==> config.mk <==
export PLATFORM = sky130hd
export DESIGN_NAME = lzf_front_flat
export DESIGN_NICKNAME = d
export VERILOG_FILES = /design/src/rtl/lzf_pkg.sv /design/src/rtl/lzf_in_if.sv /design/src/rtl/lzf_front.sv /design/src/flat_wrapper.sv
export SDC_FILE = /design/constraint.sdc
export NUM_CORES = 1
export LEC_CHECK = 0
export ABC_AREA = 1
export BUFFER_PORTS_ARGS = -buffer_cell sky130_fd_sc_hd__clkbuf_2
export CAP_MARGIN = 20
export CORE_UTILIZATION = 34
export CTS_CLUSTER_DIAMETER = 80
export CTS_CLUSTER_SIZE = 24
export DETAILED_ROUTE_END_ITERATION = 8
export PLACE_DENSITY = 0.53
export SYNTH_ARGS = -nofsm -noshare
export SYNTH_HDL_FRONTEND = slang
export SYNTH_SLANG_ARGS = --single-unit
==> constraint.sdc <==
create_clock -name clk -period 8.96 [get_ports clk]
set_clock_uncertainty 0.15 [all_clocks]
set_input_delay 0.448 -clock clk [delete_from_list [all_inputs] [get_ports clk]]
set_output_delay 0.448 -clock clk [all_outputs]
set_load 0.02 [all_outputs]
==> src/rtl/lzf_pkg.sv <==
// ---------------------------------------------------------------------------
// lzf_pkg
// Shared types and constants of the LZF stream decompressor.
// ---------------------------------------------------------------------------
`default_nettype none

package lzf_pkg;

  // History window and chunk geometry
  localparam int WINDOW_BYTES = 8192;
  localparam int LANES        = 8;
  localparam int OUT_LANES    = 8;
  localparam int CHUNK_BYTES  = (LANES < OUT_LANES) ? LANES : OUT_LANES;
  localparam int HIST_AW      = $clog2(WINDOW_BYTES);

  // Field widths fixed by the stream format
  localparam int SIZE_W  = 32;
  localparam int LEN_W   = 9;
  localparam int OFS_W   = 14;
  localparam int COUNT_W = 4;
  localparam int LIT_W   = 6;

  // Command queue between parser and copy engine
  localparam int CMDQ_DEPTH = 4;
  localparam int CMDQ_AW    = $clog2(CMDQ_DEPTH);

  // Stream control byte decoding
  localparam logic [7:0] LIT_LIMIT = 8'h20;
  localparam logic [2:0] LEN_EXT   = 3'd7;
  localparam logic [LEN_W-1:0] LEN_BIAS     = 9'd2;
  localparam logic [LEN_W-1:0] LEN_EXT_BIAS = 9'd9;

  typedef logic [7:0] byte_t;

  typedef enum logic [1:0] {
    ERR_NONE   = 2'd0,
    ERR_OFFSET = 2'd1,
    ERR_TRUNC  = 2'd2
  } err_code_t;

  typedef enum logic [1:0] {
    CMD_LIT   = 2'd0,
    CMD_MATCH = 2'd1,
    CMD_ERR   = 2'd2
  } cmd_kind_t;

  // One classified command, with the output count at which it starts
  typedef struct packed {
    cmd_kind_t         kind;
    byte_t             lit_byte;
    logic [OFS_W-1:0]  offset;
    logic [LEN_W-1:0]  len;
    logic              trunc;
    logic [SIZE_W-1:0] base;
  } cmd_t;

endpackage

`default_nettype wire

==> src/rtl/lzf_in_if.sv <==
// ---------------------------------------------------------------------------
// lzf_in_if
// Compressed byte channel: valid/ready handshake with byte and stream start.
// ---------------------------------------------------------------------------
`default_nettype none

interface lzf_in_if;
  logic       valid;
  logic       ready;
  logic [7:0] data_byte;
  logic       start_of_stream;

  modport source (output valid, data_byte, start_of_stream, input ready);
  modport sink   (input valid, data_byte, start_of_stream, output ready);
endinterface

`default_nettype wire

==> src/rtl/lzf_front.sv <==
// ---------------------------------------------------------------------------
// lzf_front
// Stream parser: takes one compressed byte per cycle if the queue has room,
// tracks output count, turns literals and back references into copy commands.
// ---------------------------------------------------------------------------
`default_nettype none

module lzf_front (
  input  wire logic                      clk,
  input  wire logic                      rst_n,
  input  wire logic [lzf_pkg::SIZE_W-1:0] output_size,
  lzf_in_if.sink                         in_chan,
  input  wire logic                      cmdq_full,
  output      logic                      push_v,
  output      lzf_pkg::cmd_t             push_cmd
);
  import lzf_pkg::*;

  typedef enum logic [3:0] {
    PH_CTRL  = 4'b0001,
    PH_LIT   = 4'b0010,
    PH_EXTRA = 4'b0100,
    PH_OFFS  = 4'b1000
  } phase_t;

  phase_t            ph_r, ph_nxt, ph_eff;
  logic [LIT_W-1:0]  lit_r, lit_nxt, lit_eff, lit_dec;
  logic [LEN_W-1:0]  mlen_r, mlen_nxt, mlen_eff;
  logic [4:0]        offhi_r, offhi_nxt, offhi_eff;
  logic [SIZE_W-1:0] cnt_r, cnt_nxt, cnt_eff;
  logic [SIZE_W-1:0] room;
  logic [OFS_W-1:0]  offset;
  logic              accept;
  logic              trunc;
  byte_t             data;

  // Take a byte whenever the command queue has room
  assign in_chan.ready = !cmdq_full;
  assign accept        = in_chan.valid && !cmdq_full;
  assign data          = in_chan.data_byte;

  always_comb begin
    // Apply stream start before the byte is parsed
    ph_eff    = ph_r;
    lit_eff   = lit_r;
    mlen_eff  = mlen_r;
    offhi_eff = offhi_r;
    cnt_eff   = cnt_r;
    if (in_chan.start_of_stream) begin
      ph_eff    = PH_CTRL;
      lit_eff   = '0;
      mlen_eff  = '0;
      offhi_eff = '0;
      cnt_eff   = '0;
    end

    offset  = {1'b0, offhi_eff, data} + OFS_W'(1);
    room    = output_size - cnt_eff;
    trunc   = SIZE_W'(mlen_eff) > room;
    lit_dec = (lit_eff != '0) ? (lit_eff - LIT_W'(1)) : '0;

    ph_nxt    = ph_r;
    lit_nxt   = lit_r;
    mlen_nxt  = mlen_r;
    offhi_nxt = offhi_r;
    cnt_nxt   = cnt_r;
    push_v    = 1'b0;
    push_cmd  = '0;
    push_cmd.base = cnt_eff;

    if (accept) begin
      ph_nxt    = ph_eff;
      lit_nxt   = lit_eff;
      mlen_nxt  = mlen_eff;
      offhi_nxt = offhi_eff;
      cnt_nxt   = cnt_eff;
      // Drop bytes once the stream is complete
      if (cnt_eff < output_size) begin
        case (ph_eff)
          PH_CTRL: begin
            if (data < LIT_LIMIT) begin
              lit_nxt = LIT_W'(data[4:0]) + LIT_W'(1);
              ph_nxt  = PH_LIT;
            end else begin
              offhi_nxt = data[4:0];
              if (data[7:5] == LEN_EXT) begin
                ph_nxt = PH_EXTRA;
              end else begin
                mlen_nxt = LEN_W'(data[7:5]) + LEN_BIAS;
                ph_nxt   = PH_OFFS;
              end
            end
          end
          PH_LIT: begin
            push_v            = 1'b1;
            push_cmd.kind     = CMD_LIT;
            push_cmd.lit_byte = data;
            cnt_nxt           = cnt_eff + SIZE_W'(1);
            lit_nxt           = lit_dec;
            if (lit_dec == '0) begin
              ph_nxt = PH_CTRL;
            end
          end
          PH_EXTRA: begin
            mlen_nxt = LEN_W'(data) + LEN_EXT_BIAS;
            ph_nxt   = PH_OFFS;
          end
          PH_OFFS: begin
            ph_nxt = PH_CTRL;
            push_v = 1'b1;
            if (SIZE_W'(offset) > cnt_eff) begin
              push_cmd.kind = CMD_ERR;
            end else begin
              push_cmd.kind   = CMD_MATCH;
              push_cmd.offset = offset;
              push_cmd.trunc  = trunc;
              push_cmd.len    = trunc ? room[LEN_W-1:0] : mlen_eff;
              cnt_nxt         = trunc ? output_size : (cnt_eff + SIZE_W'(mlen_eff));
            end
          end
          default: begin
            ph_nxt = PH_CTRL;
          end
        endcase
      end
    end
  end

  always_ff @(posedge clk) begin
    if (!rst_n) begin
      ph_r    <= PH_CTRL;
      lit_r   <= '0;
      mlen_r  <= '0;
      offhi_r <= '0;
      cnt_r   <= '0;
    end else begin
      ph_r    <= ph_nxt;
      lit_r   <= lit_nxt;
      mlen_r  <= mlen_nxt;
      offhi_r <= offhi_nxt;
      cnt_r   <= cnt_nxt;
    end
  end

endmodule

`default_nettype wire

==> src/flat_wrapper.sv <==
// flat-port wrapper written by rule: the top's interface ports become plain ports
module lzf_front_flat import lzf_pkg::*;
  (clk, rst_n, output_size, cmdq_full, push_v, push_cmd, in_chan_valid, in_chan_data_byte, in_chan_start_of_stream, in_chan_ready);
  lzf_in_if in_chan_i ();
  input  wire logic clk;
  input  wire logic rst_n;
  input  wire logic [lzf_pkg::SIZE_W-1:0] output_size;
  input  wire logic cmdq_full;
  output      logic push_v;
  output      lzf_pkg::cmd_t push_cmd;
  input wire logic [$bits(in_chan_i.valid)-1:0] in_chan_valid;
  input wire logic [$bits(in_chan_i.data_byte)-1:0] in_chan_data_byte;
  input wire logic [$bits(in_chan_i.start_of_stream)-1:0] in_chan_start_of_stream;
  output wire logic [$bits(in_chan_i.ready)-1:0] in_chan_ready;
  assign in_chan_i.valid = in_chan_valid;
  assign in_chan_i.data_byte = in_chan_data_byte;
  assign in_chan_i.start_of_stream = in_chan_start_of_stream;
  assign in_chan_ready = in_chan_i.ready;
  lzf_front u_core (.clk(clk), .rst_n(rst_n), .output_size(output_size), .in_chan(in_chan_i), .cmdq_full(cmdq_full), .push_v(push_v), .push_cmd(push_cmd));
endmodule
* Word-level counts from Yosys, hierarchy flattened *
Cells that the tools add are included.

storage, ports and cells
  bits in registers = 56
  logic and storage cells = 63
  bits of input ports = 45

cells by class
  mux-type cells = 36
  add/sub/neg operators = 8
  reductions and logical operators = 5
  equality and inequality tests = 5
  order comparisons = 4

operator list
  cell                   number
  $mux 32                4
  $mux 34                2
  $pmux 32 s2            1
  $mux 24                2
  $mux 9                 5
  $add 32x1->32 const B  1
  $add 32x9->32          1
  $gt 14x32->1           1
  $gt 9x32->1            1
  $lt 32x32->1           1
  $sub 32x32->32         1
  $mux 6                 4
  $mux 4                 5
  $mux 5                 4
  $pmux 9 s2             1
  $add 13x1->14 const B  1
  $pmux 4 s3             1
  $pmux 6 s2             1
  $add 8x4->9 const B    1
  $lt 8x6->1 const B     1
  $mux 8                 1
  $add 5x1->6 const B    1
  $logic_not 6->1        1
  $reduce_bool 6->1      1
  12 further kinds       15

* Logic depth before layout (Yosys ltp) *
  word-level depth = 8
  depth in mapped cells = 32
  gate-level depth less buffers = 29

* Least setup slack after synthesis *
Ideal clock, no wire load.

  kind = in2out
  start point = input in_chan_start_of_stream
  end point = output push_cmd[35] (netlist name)
  data arrival time = 4.496 ns
  path slack = 3.866 ns
  stages = 28
  required time = 8.362 ns
  cell sequence = buf_6 buf_6 clkbuf_1 nor2_1 ha_1 inv_1 fa_1 nand3_1 nand3_1 nand2_1 nand2_1 xor2_1 inv_1 ha_1 nand2_1 nor2_1 nand2_1 nand3_1 nand2_1 nand2_1 nand2_1 nor4_1 nand4_1 nor2_1 nand3_1 clkinv_1 o21ai_1 nor2_1

RTL lines
  element             RTL line            text
  start: declaration  flat_wrapper.sv:13  input wire logic [$bits(in_chan_i.start_of_stream)-1:0] in_chan_start_of_stream;
  end: declaration    flat_wrapper.sv:10  output lzf_pkg::cmd_t push_cmd;

==> run metrics <==
Vias/cell=5.22; fin crit share=70.1%; Core Area=28600 um^2; post-synth cell types=53; Leakage=5.52 nW; Achievable Freq=0.159 GHz; Comb power frac=37.7%; fin area=10900 um^2; die height=173 um; CTS Buf Count=5; ys async rst share=0%; first-pass GRT wire length=62100 um; DRT Pass-1 Iters=5; CTS Hold Bufs=0; I/O Pins=113; yosys warns=0; Crit path arrival time=5680 ps; fin nets=2045; cell internal pwr=0.000448 W; Mapped Cells=1847; Setup Total Neg Slack=0 ps; Reg clk slew, reported paths=90 ps; DP HPWL=32300 um; main flop type after synthesis=dfxtp_1; Slew Limit Headroom=28.4%; initial antenna violation count=0; chip width=173 um; sequential fraction of design power=33.8%; crit-path most repeated cell=nand2_1; Worst VDD drop=0.0610 mV; Yosys top cell area share=21.1%; grt ovf=0; vias in the first global route=11000; status=finished, final reports clean; Synthesized Nets=1970; DIE AREA=29800 um^2; reg2reg end=u_core.cnt_r[10]; starting density of the core=34.5%; GP Congestion=0.956; setup bufs post-CTS=0; Iter 0 DRT Violations=1299; Root Buffer=clkbuf_16; Synth Cell Area=9890 um^2; synth cell count leaders=nand2_1 (555), inv_1 (340), nor2_1 (175), a21oi_1 (156), nand3_1 (121); min-delay src=u_core.mlen_r[3]; layout cells sized above 1=9.41%; sequential fraction of the synthesis area=11.3%; top-count cell post-synth=nand2_1; Sink Count=56; Skew-Pair Late Insertion Delay=310 ps; Hold Path Sink=u_core.mlen_r[3]; Worst Setup Path Type=in -> out; Placement Cell Area=10700 um^2; GRT Total Usage=26.2%; Yosys top cell by area=nand2_1; RSZ-0062 raised after global routing=no; EDFF count, synth=0; overall routed net length=40200 um; Period minus WS final=6280 ps; Site Rows=62; CP Launch Type=input pin; CTS H-tree depth=2; final setup fails=0; Psw=0.000322 W; Reg2Reg Setup Slack=3350 ps; Final WS setup=2680 ps; largest net degree at the start of global routing=76; Layout area overhead=9.94%; Final ANT Viol Nets=0; top cells by area, synth=nand2_1 (21%), inv_1 (13%), dfxtp_1 (11%); worst slew pin tran=1070 ps; CTS resizes=0; syn_area_per_cell=5.35 um^2; Max Cap Viol=0; final hold vios=0; Seq cells post-synth=56; Port Buffers=112; WL per Instance=17.4 um; CP max-delay cell=nor2_1; fin util=38.0%; Clk pwr share=28.5%; Reg2Reg Depth=28; Max clock buf depth=2; worst-path fanout max=33; via count=12100; Placement Setup Slack=2810 ps; # diodes=0; crit end category=primary output; Hold Path Stages=2; final hold slack=315 ps; CP max stage delay=640 ps; Pwr per Cell Area=70.8 nW/um^2; Crit path required time=8360 ps; type of the most critical hold path=reg -> reg; DRC Markers=0; switching share of power=41.8%; final slew viol count=0; CTS tree=done; FF-to-FF Start=u_core.cnt_r[0]
## routing by layer
| metal | wire length (um) | vias to the layer above | share of wire (%) | GRT usage [%] |
|---|---|---|---|---|
| met5 | 0 | - | 0 | 0 |
| met4 | 1160 | 0 | 2.9 | 7.59 |
| met3 | 2870 | 66 | 7.1 | 3.69 |
| met2 | 17900 | 482 | 45 | 43.2 |
| met1 | 18300 | 5471 | 45 | 35.4 |
| li1 | - | 6034 | - | - |
## flip-flops by register name, indices dropped and copies added, names as in the netlist
| name | flops |
|---|---|
| u_core.cnt_r | 32 |
| u_core.mlen_r | 9 |
| u_core.offhi_r | 5 |
| u_core.lit_r | 6 |
| u_core.ph_r | 4 |
## through the flow
stage | total power [W] | cells
2_1_floorplan | 0.000463 | 1847
4_1_cts | 0.000768 | 2306
6_report | 0.000770 | 2307
5_1_grt | 0.000818 | 2307
3_3_place_gp | 0.000550 | 2298
3_5_place_dp | 0.000550 | 2298
## cell families after synthesis
logic type | after synthesis | share of synthesized area (%)
compound gates | 271 | 15.0
flops | 56 | 11.3
simple gates | 997 | 43.9
xor+xnor | 42 | 3.72
buf+inv | 403 | 16.0
fa+ha+maj | 78 | 10.0
## power groups by stage
stage / logic [W] / clock network (W) / registers (W)
finish: 0.000290 / 0.000219 / 0.000260
global route: 0.000327 / 0.000230 / 0.000261
CTS: 0.000287 / 0.000221 / 0.000260
detailed placement: 0.000285 / 0 / 0.000266
global placement: 0.000285 / 0 / 0.000266
floorplan: 0.000199 / 0 / 0.000265
## critical path, delay by kind of cell
family | cells | cell delay [ps]
and+or+nand+nor | 18 | 3400
xor gates and xnor gates | 1 | 130
buffers and inverters | 4 | 560
adders and majority gates | 3 | 990
AOI/OAI and AO/OA | 1 | 120
## worst max path at each step
stage	start	endpoint	slack [ps]	depth (start not counted)
5_1_grt	u_core.cnt_r[1]	push_cmd[33]	2200	26
6_report	in_chan_start_of_stream	push_cmd[33]	2680	27
3_3_place_gp	in_chan_start_of_stream	push_cmd[33]	2860	27
3_5_place_dp	in_chan_start_of_stream	push_cmd[33]	2810	27
2_1_floorplan	in_chan_start_of_stream	push_cmd[35]	3870	28
4_1_cts	in_chan_start_of_stream	push_cmd[33]	2800	27
## layout by cell type, fill, tap and decap left out, types with 3 or more instances in the layout
cell type and instances:
clkbuf_16 5, xnor2_1 6, nor2_1 175, nor3_2 8, o211ai_1 3, o22ai_1 7
a31oi_1 16, a21oi_1 156, o221ai_1 3, nand3b_1 4, clkinv_1 3, inv_2 9
nor3_1 32, xor2_1 36, o31ai_1 3, clkbuf_2 112, nand2_2 7, nor4_2 3
a21oi_2 3, nand3_1 121, inv_1 340, o32ai_1 3, o21bai_1 5, dfxtp_1 56
nand4_1 57, buf_4 5, ha_1 76, o21ai_0 60, nor2_4 7, nor2_2 11
nor4_1 9, nand2_1 554
## cell type report
cell class / count / area [um^2]
timing repair buffer: 118 / 613
fill: 3310 / 17800
sequential: 56 / 1120
clock buffer: 5 / 125
clock inverter: 3 / 21.3
multi-input combinational: 1388 / 7180
tap: 384 / 480
inverter: 353 / 1330
(Power assumes the default switching activity.)
