**config.mk**
```make
export PLATFORM = sky130hd
export DESIGN_NAME = lzf_cmd_fifo
export DESIGN_NICKNAME = d
export VERILOG_FILES = /design/src/rtl/lzf_pkg.sv /design/src/rtl/lzf_cmd_fifo.sv
export SDC_FILE = /design/constraint.sdc
export NUM_CORES = 1
export LEC_CHECK = 0
export BUFFER_PORTS_ARGS = -buffer_cell sky130_fd_sc_hd__buf_2
export CORE_ASPECT_RATIO = 0.5
export CORE_MARGIN = 2
export CORE_UTILIZATION = 55
export DETAILED_ROUTE_END_ITERATION = 12
export GPL_ROUTABILITY_DRIVEN = 0
export GPL_TIMING_DRIVEN = 0
export HOLD_SLACK_MARGIN = 0.1
export PLACE_DENSITY = 0.8
export SLEW_MARGIN = 0
export SYNTH_ARGS = -nofsm -noshare
export SYNTH_HDL_FRONTEND = slang
export SYNTH_SLANG_ARGS = --single-unit
```
**constraint.sdc**
```tcl
create_clock -name clk -period 3 [get_ports clk]
set_input_delay 0.3 -clock clk [delete_from_list [all_inputs] [get_ports clk]]
set_output_delay 0.3 -clock clk [all_outputs]
set_load 0.01 [all_outputs]
```
**src/rtl/lzf_pkg.sv**
```systemverilog
// ---------------------------------------------------------------------------
// lzf_pkg
// Shared types and constants of the LZF stream decompressor.
// ---------------------------------------------------------------------------
`default_nettype none

package lzf_pkg;

  // History window and chunk geometry
  localparam int WINDOW_BYTES = 8192;
  localparam int LANES        = 8;
  localparam int OUT_LANES    = 8;
  localparam int CHUNK_BYTES  = (LANES < OUT_LANES) ? LANES : OUT_LANES;
  localparam int HIST_AW      = $clog2(WINDOW_BYTES);

  // Field widths fixed by the stream format
  localparam int SIZE_W  = 32;
  localparam int LEN_W   = 9;
  localparam int OFS_W   = 14;
  localparam int COUNT_W = 4;
  localparam int LIT_W   = 6;

  // Command queue between parser and copy engine
  localparam int CMDQ_DEPTH = 4;
  localparam int CMDQ_AW    = $clog2(CMDQ_DEPTH);

  // Stream control byte decoding
  localparam logic [7:0] LIT_LIMIT = 8'h20;
  localparam logic [2:0] LEN_EXT   = 3'd7;
  localparam logic [LEN_W-1:0] LEN_BIAS     = 9'd2;
  localparam logic [LEN_W-1:0] LEN_EXT_BIAS = 9'd9;

  typedef logic [7:0] byte_t;

  typedef enum logic [1:0] {
    ERR_NONE   = 2'd0,
    ERR_OFFSET = 2'd1,
    ERR_TRUNC  = 2'd2
  } err_code_t;

  typedef enum logic [1:0] {
    CMD_LIT   = 2'd0,
    CMD_MATCH = 2'd1,
    CMD_ERR   = 2'd2
  } cmd_kind_t;

  // One classified command, with the output count at which it starts
  typedef struct packed {
    cmd_kind_t         kind;
    byte_t             lit_byte;
    logic [OFS_W-1:0]  offset;
    logic [LEN_W-1:0]  len;
    logic              trunc;
    logic [SIZE_W-1:0] base;
  } cmd_t;

endpackage

`default_nettype wire

```
**src/rtl/lzf_cmd_fifo.sv**
```systemverilog
// ---------------------------------------------------------------------------
// lzf_cmd_fifo
// Short command queue between the parser and the copy engine.
// ---------------------------------------------------------------------------
`default_nettype none

module lzf_cmd_fifo (
  input  wire logic          clk,
  input  wire logic          rst_n,
  input  wire logic          push_v,
  input  wire lzf_pkg::cmd_t push_cmd,
  output      logic          full,
  output      logic          head_v,
  output      lzf_pkg::cmd_t head_cmd,
  input  wire logic          pop
);
  import lzf_pkg::*;

  cmd_t               entry_r [CMDQ_DEPTH];
  logic [CMDQ_AW-1:0] wp_r, rp_r;
  logic [CMDQ_AW:0]   cnt_r, cnt_nxt;
  logic               do_push, do_pop;

  assign full     = (cnt_r == (CMDQ_AW+1)'(CMDQ_DEPTH));
  assign head_v   = (cnt_r != '0);
  assign head_cmd = entry_r[rp_r];
  assign do_push  = push_v && !full;
  assign do_pop   = pop && head_v;

  always_comb begin
    cnt_nxt = cnt_r;
    if (do_push && !do_pop) begin
      cnt_nxt = cnt_r + (CMDQ_AW+1)'(1);
    end else if (do_pop && !do_push) begin
      cnt_nxt = cnt_r - (CMDQ_AW+1)'(1);
    end
  end

  // Advance pointers and count
  always_ff @(posedge clk) begin
    if (!rst_n) begin
      wp_r  <= '0;
      rp_r  <= '0;
      cnt_r <= '0;
    end else begin
      cnt_r <= cnt_nxt;
      if (do_push) begin
        wp_r <= wp_r + CMDQ_AW'(1);
      end
      if (do_pop) begin
        rp_r <= rp_r + CMDQ_AW'(1);
      end
    end
  end

  // Store entries
  always_ff @(posedge clk) begin
    if (do_push) begin
      entry_r[wp_r] <= push_cmd;
    end
  end

endmodule

`default_nettype wire

```
After elaboration in Yosys (flattened, before gate mapping) --
Memories as Yosys holds them, arrays and structs flattened. A register that Yosys moved wholly into a read port is not among the register bits. Index checks and enable logic that the tools add are counted.
Operators by class: add/subtract/negate cells 4, eq/ne operators 1, muxes and demuxes 6, reductions and logical operators 9
Operator list (count):
- 2-to-1 mux 3 bit | 2
- adder 2 x 1 -> 2 bit, second input constant | 2
- logical AND 1 bit | 4
- 2-to-1 mux 2 bit | 2
- adder 3 x 1 -> 3 bit, second input constant | 1
- equality test 3 bit, second input constant | 1
- logical NOT 1 bit | 3
- nonzero test 3 bit | 1
- subtractor 3 x 1 -> 3 bit, second input constant | 1
- 2-to-1 mux 1 bit | 2
- nonzero test 2 bit | 1
Storage, ports and cells: register bits 7, bits in writable memories 264, input bits 70, logic and storage cells 24, memories kept 1
Memory list:
- entry_r | depth 4, bits a word 66, read ports 1, clocked after Yosys merged registers in 1, write ports 1, line lzf_cmd_fifo.sv:19 | cmd_t entry_r [CMDQ_DEPTH];

Logic depth before layout (Yosys ltp) --
Gate-level depths: netlist of the first run.
depth in word-level cells 7, gate-level depth with buffers 9

Worst setup path after synthesis of the first run --
No wires, ideal clock.
path type register to register, start register cnt_r[0], end memory entry_r[0][0] in the netlist's numbering (enable), arrival 2.388 ns, data required time 2.569 ns, slack 0.180 ns, stages on the path, launching flop included 5, cells stage by stage dfxtp_1 > nor3b_2 > nor2b_1 > buf_2 > and2_1
Between the ends: word-level cells in the longest chain between the ends 5
Ends and longest elaborated chain:
- start: declaration | line lzf_cmd_fifo.sv:21 | logic [CMDQ_AW:0] cnt_r, cnt_nxt;
- start signal: assignment | line lzf_cmd_fifo.sv:46 | cnt_r <= cnt_nxt;
- equality test 3 bit | line lzf_cmd_fifo.sv:24 | assign full = (cnt_r == (CMDQ_AW+1)'(CMDQ_DEPTH));
- via full | line lzf_cmd_fifo.sv:12 | output logic full,
- logical NOT 1 bit | line lzf_cmd_fifo.sv:27 | assign do_push = push_v && !full;
- logical AND 1 bit | line lzf_cmd_fifo.sv:27
- via do_push | line lzf_cmd_fifo.sv:22 | logic do_push, do_pop;
- 2-to-1 mux 1 bit | line lzf_cmd_fifo.sv:58 | if (do_push) begin
- 2-to-1 mux 1 bit (not written as such) | line lzf_cmd_fifo.sv:59 | entry_r[wp_r] <= push_cmd;
- end: declaration | line lzf_cmd_fifo.sv:19
The timed path passes the listed nets, and every way through them passes these cells.

==> results of run 1 <==
## through the flow
stage          setup slack, ns  hold WS, ns  cell area (um2)  power, mW
3_5_place_dp             0.722        0.508            11100       7.26
5_1_grt                  0.489        0.196            12500       10.5
6_report                 0.691        0.188            12500       10.0
3_3_place_gp             -1.05        0.482            11000       7.18
2_1_floorplan            0.180        0.399            10000       6.39
4_1_cts                  0.631        0.176            12500       10.1
## state kept, by name, summed over array words and instances (netlist names), named ones only
name,count
entry_r,264
cnt_r,3
rp_r,2
wp_r,2
## layout by cell type (no fill, tap or decap)
cell	count
dlygate4sd3_1	66
mux2i_1	3
and2_1	4
and2_4	4
nor2b_1	2
o21ai_0	1
mux4_2	66
fa_1	1
clkbuf_8	4
o311ai_1	1
buf_2	142
xnor2_1	3
buf_16	4
or3_1	2
edfxtp_1	264
nand2_1	4
dfxtp_1	9
o31ai_2	1
inv_6	1
xor2_1	1
buf_6	5
inv_1	3
ha_1	5
bufinv_16	1
clkinv_2	1
clkbuf_16	23
a21boi_0	1
clkinv_1	3
buf_4	2
clkbuf_1	10
nor3b_2	1
## area by class of cell
cell class	count	area (um2)
Sequential cell	273	8110
Fill cell	1075	5100
Multi-Input combinational cell	100	1780
Timing Repair Buffer	206	1450
Clock buffer	34	657
Tap cell	234	293
Buffer	16	113
Clock inverter	6	55.1
Inverter	3	11.3
## worst paths after layout
path	end	slack, ns	cells past startpoint
setup / recovery	head_cmd[18]	0.69	4
setup reg to reg	cnt_r[2]	0.71	9
hold reg to reg	wp_r[1]	0.51	2
hold / removal	cnt_r[2]	0.19	2
## layer usage
metal / wire length (um) / up-vias / share of wire (%) / track usage (%)
met3: 633 / 28 / 3.5 / 3.56
met5: 0 / - / 0 / 0
met1: 7610 / 2448 / 43 / 24.7
li1: - / 2142 / - / -
met4: 339 / 0 / 1.9 / 4.73
met2: 9270 / 102 / 52 / 33.2
## cell families after synthesis
family | after synthesis | share of synthesized area (%)
adder cells (fa/ha/maj) | 6 | 0.826
multiplexers | 69 | 15.2
flip-flops | 273 | 81.1
buffers and inverters | 19 | 1.24
AO/OA/AOI/OAI | 4 | 0.338
XOR/XNOR | 4 | 0.350
AND/OR/NAND/NOR | 17 | 1.03
## power by group through the flow
stage | Combinational [mW] | Sequential (mW) | Clock [mW]
2_1_floorplan | 1.58 | 4.81 | 0
3_3_place_gp | 2.34 | 4.84 | 0
3_5_place_dp | 2.43 | 4.83 | 0
4_1_cts | 2.52 | 4.75 | 2.89
5_1_grt | 2.64 | 4.78 | 3.06
6_report | 2.45 | 4.74 | 2.85
==> results.json, run 1 <==
{
  "status": "complete, no violations",
  "rows": 34,
  "ys_warn_count": 0,
  "die_y_um": 99.4,
  "drc": 0,
  "setup_viol": 0,
  "hpwlAfterDp_um": 10100,
  "clockRootBuffer": "clkbuf_16",
  "switching_power_mw": 2.57,
  "io_buffers": 136,
  "nNetsFinal": 699,
  "synth_top_area_share_pct": 79.3,
  "hold_buffers": 66,
  "p_int_mw": 7.47,
  "p_comb_share_pct": 24.4,
  "maxSlewHeadroom_pct": 57.4,
  "post-route-period-util_pct": 77.0,
  "critPathMaxStageDelay_ns": 0.36,
  "finalHoldViolations": 0,
  "clock.fmax_ghz": 0.433,
  "rsz0062_at_grt": "no",
  "detail_route.wl_per_cell_um": 20.5,
  "finalSetupTns_ns": 0,
  "fin_worst_skew_ns": 0.00842,
  "die_area_um2": 19300,
  "hp-start": "rst_n",
  "power.share.clock_pct": 28.4,
  "clkTransAtPathRegs_ns": 0.06,
  "n_antenna_cell": 0,
  "ys_ff_latch": 273,
  "netlist_area_um2": 10000,
  "ys_types": 22,
  "path_delay_family": "buffers and inverters",
  "crit_path_frequent_cell": "buf_2",
  "slowest_stage": "buf_2",
  "min_path_type": "primary input to register",
  "worstPathCellList": "buf_2 -> buf_2 -> mux4_2 -> buf_2",
  "fin_crit_ns": 2.31,
  "core_area_um2": 17600,
  "final_max_slew_viol_count": 0,
  "cap_violations": 0,
  "areaGrowthSynthToFinish_pct": 24.7,
  "drt_iter0_drc": 277,
  "dpl.cell_count": 766,
  "async_flop_share_pct": 0,
  "worstMarginPinSlew_ns": 0.639,
  "drt_pass1_iterations": 4,
  "grt_max_degree": 60,
  "syn_nets": 468,
  "post_cts_resized": 0,
  "yosys.area.top_type": "edfxtp_1",
  "cts_buffer_depth": 3,
  "synth_edf_count": 264,
  "yosysSeqAreaShare_pct": 81.1,
  "cts_setup_buffers": 0,
  "final_antenna_net_count": 0,
  "critPathCaptureType": "output port",
  "worst_ep_arrival_time_ns": 2.01,
  "drive_gt1_share_pct": 40.0,
  "start_kind": "register",
  "ioPinCount": 138,
  "cts_tree": "yes",
  "clock_latency_ns": 0.51,
  "crit_buf_inv": 3,
  "seqPwrFrac_pct": 47.2,
  "antenna_found_initial": 0,
  "vias": 4720,
  "reg2reg_from": "cnt_r[0]",
  "crit_fanout": 10,
  "crit_type": "register to output port",
  "dieWidth_um": 195,
  "final_core_util_pct": 71.0,
  "grt_pass1_vias": 5038,
  "yosysMostFrequentCell": "edfxtp_1",
  "initial_core_util_pct": 56.9,
  "totalWireLength_um": 17900,
  "swShare_pct": 25.6,
  "powerDensity_nw_per_um2": 806,
  "synth_area_leaders": "edfxtp_1 79%, mux4_2 15%, dfxtp_1 1.8%, ha_1 0.63%, buf_6 0.56%",
  "grt_pass1_wl_um": 27200,
  "synthTopCellsByCount": "264 x edfxtp_1, 66 x mux4_2, 9 x dfxtp_1",
  "avgSynthCellArea_um2": 25.5,
  "overflow": 0,
  "cts.sinks": 273,
  "htree_levels": 1,
  "track_usage_pct": 18.8,
  "final_cells": 872,
  "numCtsBuffers": 23,
  "leakage_nw": 4.26,
  "viasPerCell": 5.41,
  "synth-main-ff-cell": "edfxtp_1",
  "critical_path_required_ns": 2.70,
  "vdd_drop_max_uv": 430,
  "syn_inst": 392
}
Note: power is estimated with default switching activity, not from simulation.
==> inputs of run 2 (changes only) <==
--- a/config.mk
+++ b/config.mk
@@ -8,12 +8,12 @@
 export BUFFER_PORTS_ARGS = -buffer_cell sky130_fd_sc_hd__buf_2
 export CORE_ASPECT_RATIO = 0.5
 export CORE_MARGIN = 2
-export CORE_UTILIZATION = 55
+export CORE_UTILIZATION = 51
 export DETAILED_ROUTE_END_ITERATION = 12
 export GPL_ROUTABILITY_DRIVEN = 0
 export GPL_TIMING_DRIVEN = 0
 export HOLD_SLACK_MARGIN = 0.1
-export PLACE_DENSITY = 0.8
+export PLACE_DENSITY = 0.78
 export SLEW_MARGIN = 0
 export SYNTH_ARGS = -nofsm -noshare
 export SYNTH_HDL_FRONTEND = slang
==> constraint.sdc (replaced) <==
create_clock -name clk -period 1.9 [get_ports clk]
set_input_delay 0.19 -clock clk [delete_from_list [all_inputs] [get_ports clk]]
set_output_delay 0.19 -clock clk [all_outputs]
set_load 0.01 [all_outputs]
==> results.json, run 2 (synthesis results as in run 1) <==
{
  "fin_worst_skew_ns": 0.00983,
  "largest_reg_flops": 264,
  "nNetsFinal": 721,
  "cts_tree": "yes",
  "cts.sinks": 273,
  "dpl.cell_count": 798,
  "final_max_slew_viol_count": 0,
  "totalWireLength_um": 19400,
  "track_usage_pct": 18.6,
  "htree_levels": 1,
  "reg2reg_from": "cnt_r[2]",
  "numCtsBuffers": 24,
  "vias": 4849,
  "cts_buffer_depth": 3,
  "rsz0062_at_grt": "yes",
  "violations": "negative setup slack",
  "slowest_stage": "mux4_2",
  "layout_setup_ws_ns": -0.169,
  "critPathCaptureType": "output port",
  "final_cell_mix": "264 x edfxtp_1, 97 x buf_2, 67 x dlygate4sd3_1",
  "crit_type": "register to output port",
  "regMostFlops": "entry_r",
  "power.total_mw": 17.5,
  "maxSlewHeadroom_pct": 64.0,
  "grt_pass1_vias": 5033,
  "start_kind": "register",
  "cap_violations": 0,
  "drt_iter0_drc": 306,
  "ff2ff_setup_slack_ns": -0.04,
  "core_area_um2": 19300,
  "leakage_nw": 4.55,
  "setup_viol": 64,
  "final_common_cell": "edfxtp_1",
  "crit_buf_inv": 3,
  "clkTransAtPathRegs_ns": 0.06,
  "final_cells": 929,
  "rows": 36,
  "crit_fanout": 10,
  "whs_ns": 0.148,
  "drc": 0,
  "status": "finished with violations",
  "top_regs": "entry_r x264, cnt_r x3",
  "die_y_um": 103,
  "clock.fmax_ghz": 0.483,
  "hpwlAfterDp_um": 10600,
  "reg2reg_depth": 8,
  "crit_path_frequent_cell": "buf_12",
  "clock_latency_ns": 0.51,
  "fin_crit_ns": 2.07,
  "drt_pass1_iterations": 4,
  "worstMarginPinSlew_ns": 0.541,
  "path_delay_family": "multiplexers",
  "ioPinCount": 138,
  "fill_cells": 1164,
  "drive_gt1_share_pct": 44.0,
  "detail_route.wl_per_cell_um": 20.9,
  "viasPerCell": 5.22,
  "antenna_found_initial": 0,
  "clockRootBuffer": "clkbuf_16",
  "finalHoldViolations": 0,
  "grt_pass1_wl_um": 28700,
  "hp-start": "pop",
  "overflow": 0,
  "place_ws_ns": -0.213,
  "vdd_drop_max_uv": 717,
  "grt_max_degree": 38,
  "dieWidth_um": 202,
  "n_antenna_cell": 0,
  "initial_core_util_pct": 51.8,
  "areaGrowthSynthToFinish_pct": 32.0,
  "final_antenna_net_count": 0,
  "r2r_end": "cnt_r[2]",
  "post-route-period-util_pct": 109,
  "holdPathStages": 4,
  "die_area_um2": 20800,
  "worst_ep_arrival_time_ns": 1.88,
  "worstPathCellList": "buf_12 -> buf_12 -> mux4_2 -> buf_6",
  "io_buffers": 136,
  "min_path_type": "primary input to register",
  "powerDensity_nw_per_um2": 1320,
  "critical_path_required_ns": 1.71,
  "critPathMaxStageDelay_ns": 0.53
}
run 2: changes by cell type in the layout (fill, tap and decap cells not counted), sizes merged:
cell,delta
clkinv,+6
bufinv,+2
dlygate4sd3,+1
buf,+13
and2,+4
clkbuf,-1
run 2: worst reg2reg max path, cell delays in order, from the launching register on:
cell      delay (ns)
dfxtp_4         0.34
buf_4           0.14
o31ai_4         0.23
ha_4            0.18
inv_2           0.04
fa_2            0.32
xor2_1          0.15
or3_1           0.33
a21boi_2        0.13
run 2: per-layer routing:
layer  global-route usage (%)  vias to the layer above  part of all wire (%)
met4                     4.30                        0                   1.8
met1                     26.4                     2507                    44
met2                     31.2                      128                    49
met3                     2.88                       29                   4.9
met5                        0                        -                     0
li1                         -                     2185                     -
run 2: where the power goes:
| group | internal (mW) | total (mW) | switching (mW) | leakage [nW] |
|---|---|---|---|---|
| registers | 7.32 | 7.52 | 0.204 | 2.50 |
| logic | 2.90 | 5.09 | 2.20 | 1.66 |
| clock network | 2.82 | 4.88 | 2.05 | 0.395 |
| total | 13.0 | 17.5 | 4.45 | 4.55 |
run 2: stage by stage:
step | utilization [%] | instance area (um2) | TNS (ns)
3_5_place_dp | 57.6 | 11100 | -14.56
3_3_place_gp | 57.2 | 11000 | -212.23
2_1_floorplan | - | 10000 | -36.55
4_1_cts | 66.7 | 12900 | -10.07
6_report | 68.3 | 13200 | -8.29
5_1_grt | 68.3 | 13200 | -13.63
run 2: layout make-up:
class / instances / area [um2] / area share, %
buffer: 16 / 203 / 1.54
clock buffer: 30 / 644 / 4.88
clock inverter: 14 / 146 / 1.11
inverter: 3 / 11.3 / 0.0853
multi-input combinational: 104 / 1850 / 14.0
sequential: 273 / 8120 / 61.5
tap: 266 / 333 / 2.52
timing repair buffer: 223 / 1900 / 14.4
run 2: how the worst max path moves through the flow:
stage | startpoint | end | slack [ns] | depth (start not counted)
3_5_place_dp | cnt_r[2] | cnt_r[2] | -0.21 | 9
5_1_grt | register | head_cmd[15] | -0.24 | 4
2_1_floorplan | cnt_r[2] | entry_r[0][0] | -0.14 | 4
6_report | register | head_cmd[11] | -0.17 | 4
3_3_place_gp | cnt_r[2] | entry_r[1][39] | -0.82 | 4
4_1_cts | register | head_cmd[48] | -0.19 | 4
run 2: what timing repair did:
action	CTS	global route
cloned	5	3
hold buffers	67	0
hold endpoints to repair	271	0
setup buffers	6	7
endpoints found under the setup margin	200	67
resized for setup	46	38
pin swaps	5	0
==> inputs of run 3 (changes only) <==
--- a/config.mk
+++ b/config.mk
@@ -7,7 +7,6 @@
 export LEC_CHECK = 0
 export BUFFER_PORTS_ARGS = -buffer_cell sky130_fd_sc_hd__buf_2
 export CORE_ASPECT_RATIO = 0.5
-export CORE_MARGIN = 2
 export CORE_UTILIZATION = 51
 export DETAILED_ROUTE_END_ITERATION = 12
 export GPL_ROUTABILITY_DRIVEN = 0
==> results.json, run 3 (synthesis results as in run 1) <==
{
  "vias": 4882,
  "viasPerCell": 5.32,
  "areaGrowthSynthToFinish_pct": 31.6,
  "finalHoldViolations": 0,
  "cap_violations": 0,
  "die_y_um": 101,
  "die_area_um2": 20200,
  "crit_path_frequent_cell": "buf_12",
  "vdd_drop_max_uv": 673,
  "post-route-period-util_pct": 110,
  "totalWireLength_um": 19500,
  "grt_pass1_vias": 5315,
  "drc": 0,
  "fin_worst_skew_ns": 0.0103,
  "initial_core_util_pct": 53.2,
  "grt_pass1_wl_um": 29900,
  "min_path_type": "primary input to register",
  "dieWidth_um": 200,
  "final_cell_mix": "264 x edfxtp_1, 89 x buf_2, 67 x dlygate4sd3_1",
  "grt_max_degree": 36,
  "fin_crit_ns": 2.08,
  "final_antenna_net_count": 0,
  "overflow": 0,
  "antenna_found_initial": 1,
  "critPathCaptureType": "output port",
  "worstPathCellList": "buf_12 -> buf_12 -> mux4_2 -> buf_6",
  "maxSlewHeadroom_pct": 67.2,
  "hpwlAfterDp_um": 10900,
  "clkTransAtPathRegs_ns": 0.07,
  "htree_levels": 1,
  "cts.sinks": 273,
  "io_buffers": 136,
  "slowest_stage": "mux4_2",
  "critical_path_required_ns": 1.71,
  "crit_type": "register to output port",
  "layout_setup_ws_ns": -0.181,
  "critPathMaxStageDelay_ns": 0.54,
  "final_common_cell": "edfxtp_1",
  "setup_viol": 67,
  "cts_tree": "yes",
  "clockRootBuffer": "clkbuf_16",
  "nNetsFinal": 717,
  "top_regs": "entry_r x264, cnt_r x3",
  "crit_fanout": 10,
  "detail_route.wl_per_cell_um": 21.2,
  "cts_buffer_depth": 3,
  "leakage_nw": 4.52,
  "powerDensity_nw_per_um2": 1310,
  "final_cells": 918,
  "clock_latency_ns": 0.51,
  "stdcell_area_um2": 13200,
  "regMostFlops": "entry_r",
  "clock.fmax_ghz": 0.480,
  "violations": "negative setup slack",
  "start_kind": "register",
  "rows": 35,
  "drive_gt1_share_pct": 43.0,
  "fill_cells": 1132,
  "numCtsBuffers": 24,
  "drt_pass1_iterations": 5,
  "dpl.cell_count": 791,
  "largest_reg_flops": 264,
  "worst_ep_arrival_time_ns": 1.89,
  "worstMarginPinSlew_ns": 0.491,
  "placed_area_um2": 11100,
  "drt_iter0_drc": 307,
  "rsz0062_at_grt": "yes",
  "ioPinCount": 138,
  "final_core_util_pct": 70.1,
  "core_area_um2": 18800,
  "track_usage_pct": 20.1,
  "final_max_slew_viol_count": 0,
  "status": "finished with violations"
}
run 3: final timing paths:
kind              startpoint           end  slack, ns  cells after the start
setup / recovery    register  head_cmd[42]      -0.18                      4
hold / removal           pop       rp_r[0]       0.16                      4
setup reg to reg    cnt_r[2]      cnt_r[2]      -0.02                      8
hold reg to reg      wp_r[0]       wp_r[0]       0.50                      2
run 3: critical path: cells and delay by family (launching register included):
| family | cells | cell delay, ns |
|---|---|---|
| mux | 1 | 0.54 |
| buf+inv | 3 | 0.45 |
| flops | 1 | 0.39 |
run 3: layout make-up:
cell class	count	area, um2	area share, %
plain buffers	16	203	1.54
well taps	259	324	2.46
multi-input cells	104	1840	14.0
clock buffers	28	637	4.84
diodes	1	2.50	0.0190
inverters	3	11.3	0.0856
flip-flops and latches	273	8120	61.7
repair buffers	219	1930	14.7
clock inverters	15	91.3	0.694
run 3: through the flow:
stage / power, mW / hold slack (ns) / setup slack [ns] / TNS, ns
2_1_floorplan: 10.1 / 0.289 / -0.138 / -36.55
3_3_place_gp: 11.4 / 0.401 / -0.805 / -207.40
3_5_place_dp: 11.5 / 0.410 / -0.186 / -13.66
4_1_cts: 16.9 / 0.136 / -0.218 / -11.10
5_1_grt: 18.0 / 0.168 / -0.249 / -16.19
6_report: 17.3 / 0.161 / -0.181 / -9.22
run 3: per-layer routing:
layer	vias up	share of wire, %	global-route usage, %
met4	0	2.1	5.70
met5	-	0	0
met3	31	4.4	3.48
met1	2548	42	27.8
met2	118	51	33.7
li1	2185	-	-
run 3: where the power goes:
| part | switching (mW) | internal (mW) |
|---|---|---|
| sequential | 0.219 | 7.32 |
| clock | 2.04 | 2.53 |
| combinational | 2.20 | 2.96 |
| total | 4.46 | 12.8 |
run 3: timing repair:
item / 4_1_cts / 5_1_grt
endpoints found under the setup margin: 204 / 67
hold buffers: 67 / 0
endpoints found under the hold margin: 271 / 0
gates cloned: 5 / 2
pin swaps: 5 / 0
gates resized for setup: 62 / 32
setup buffers: 7 / 3
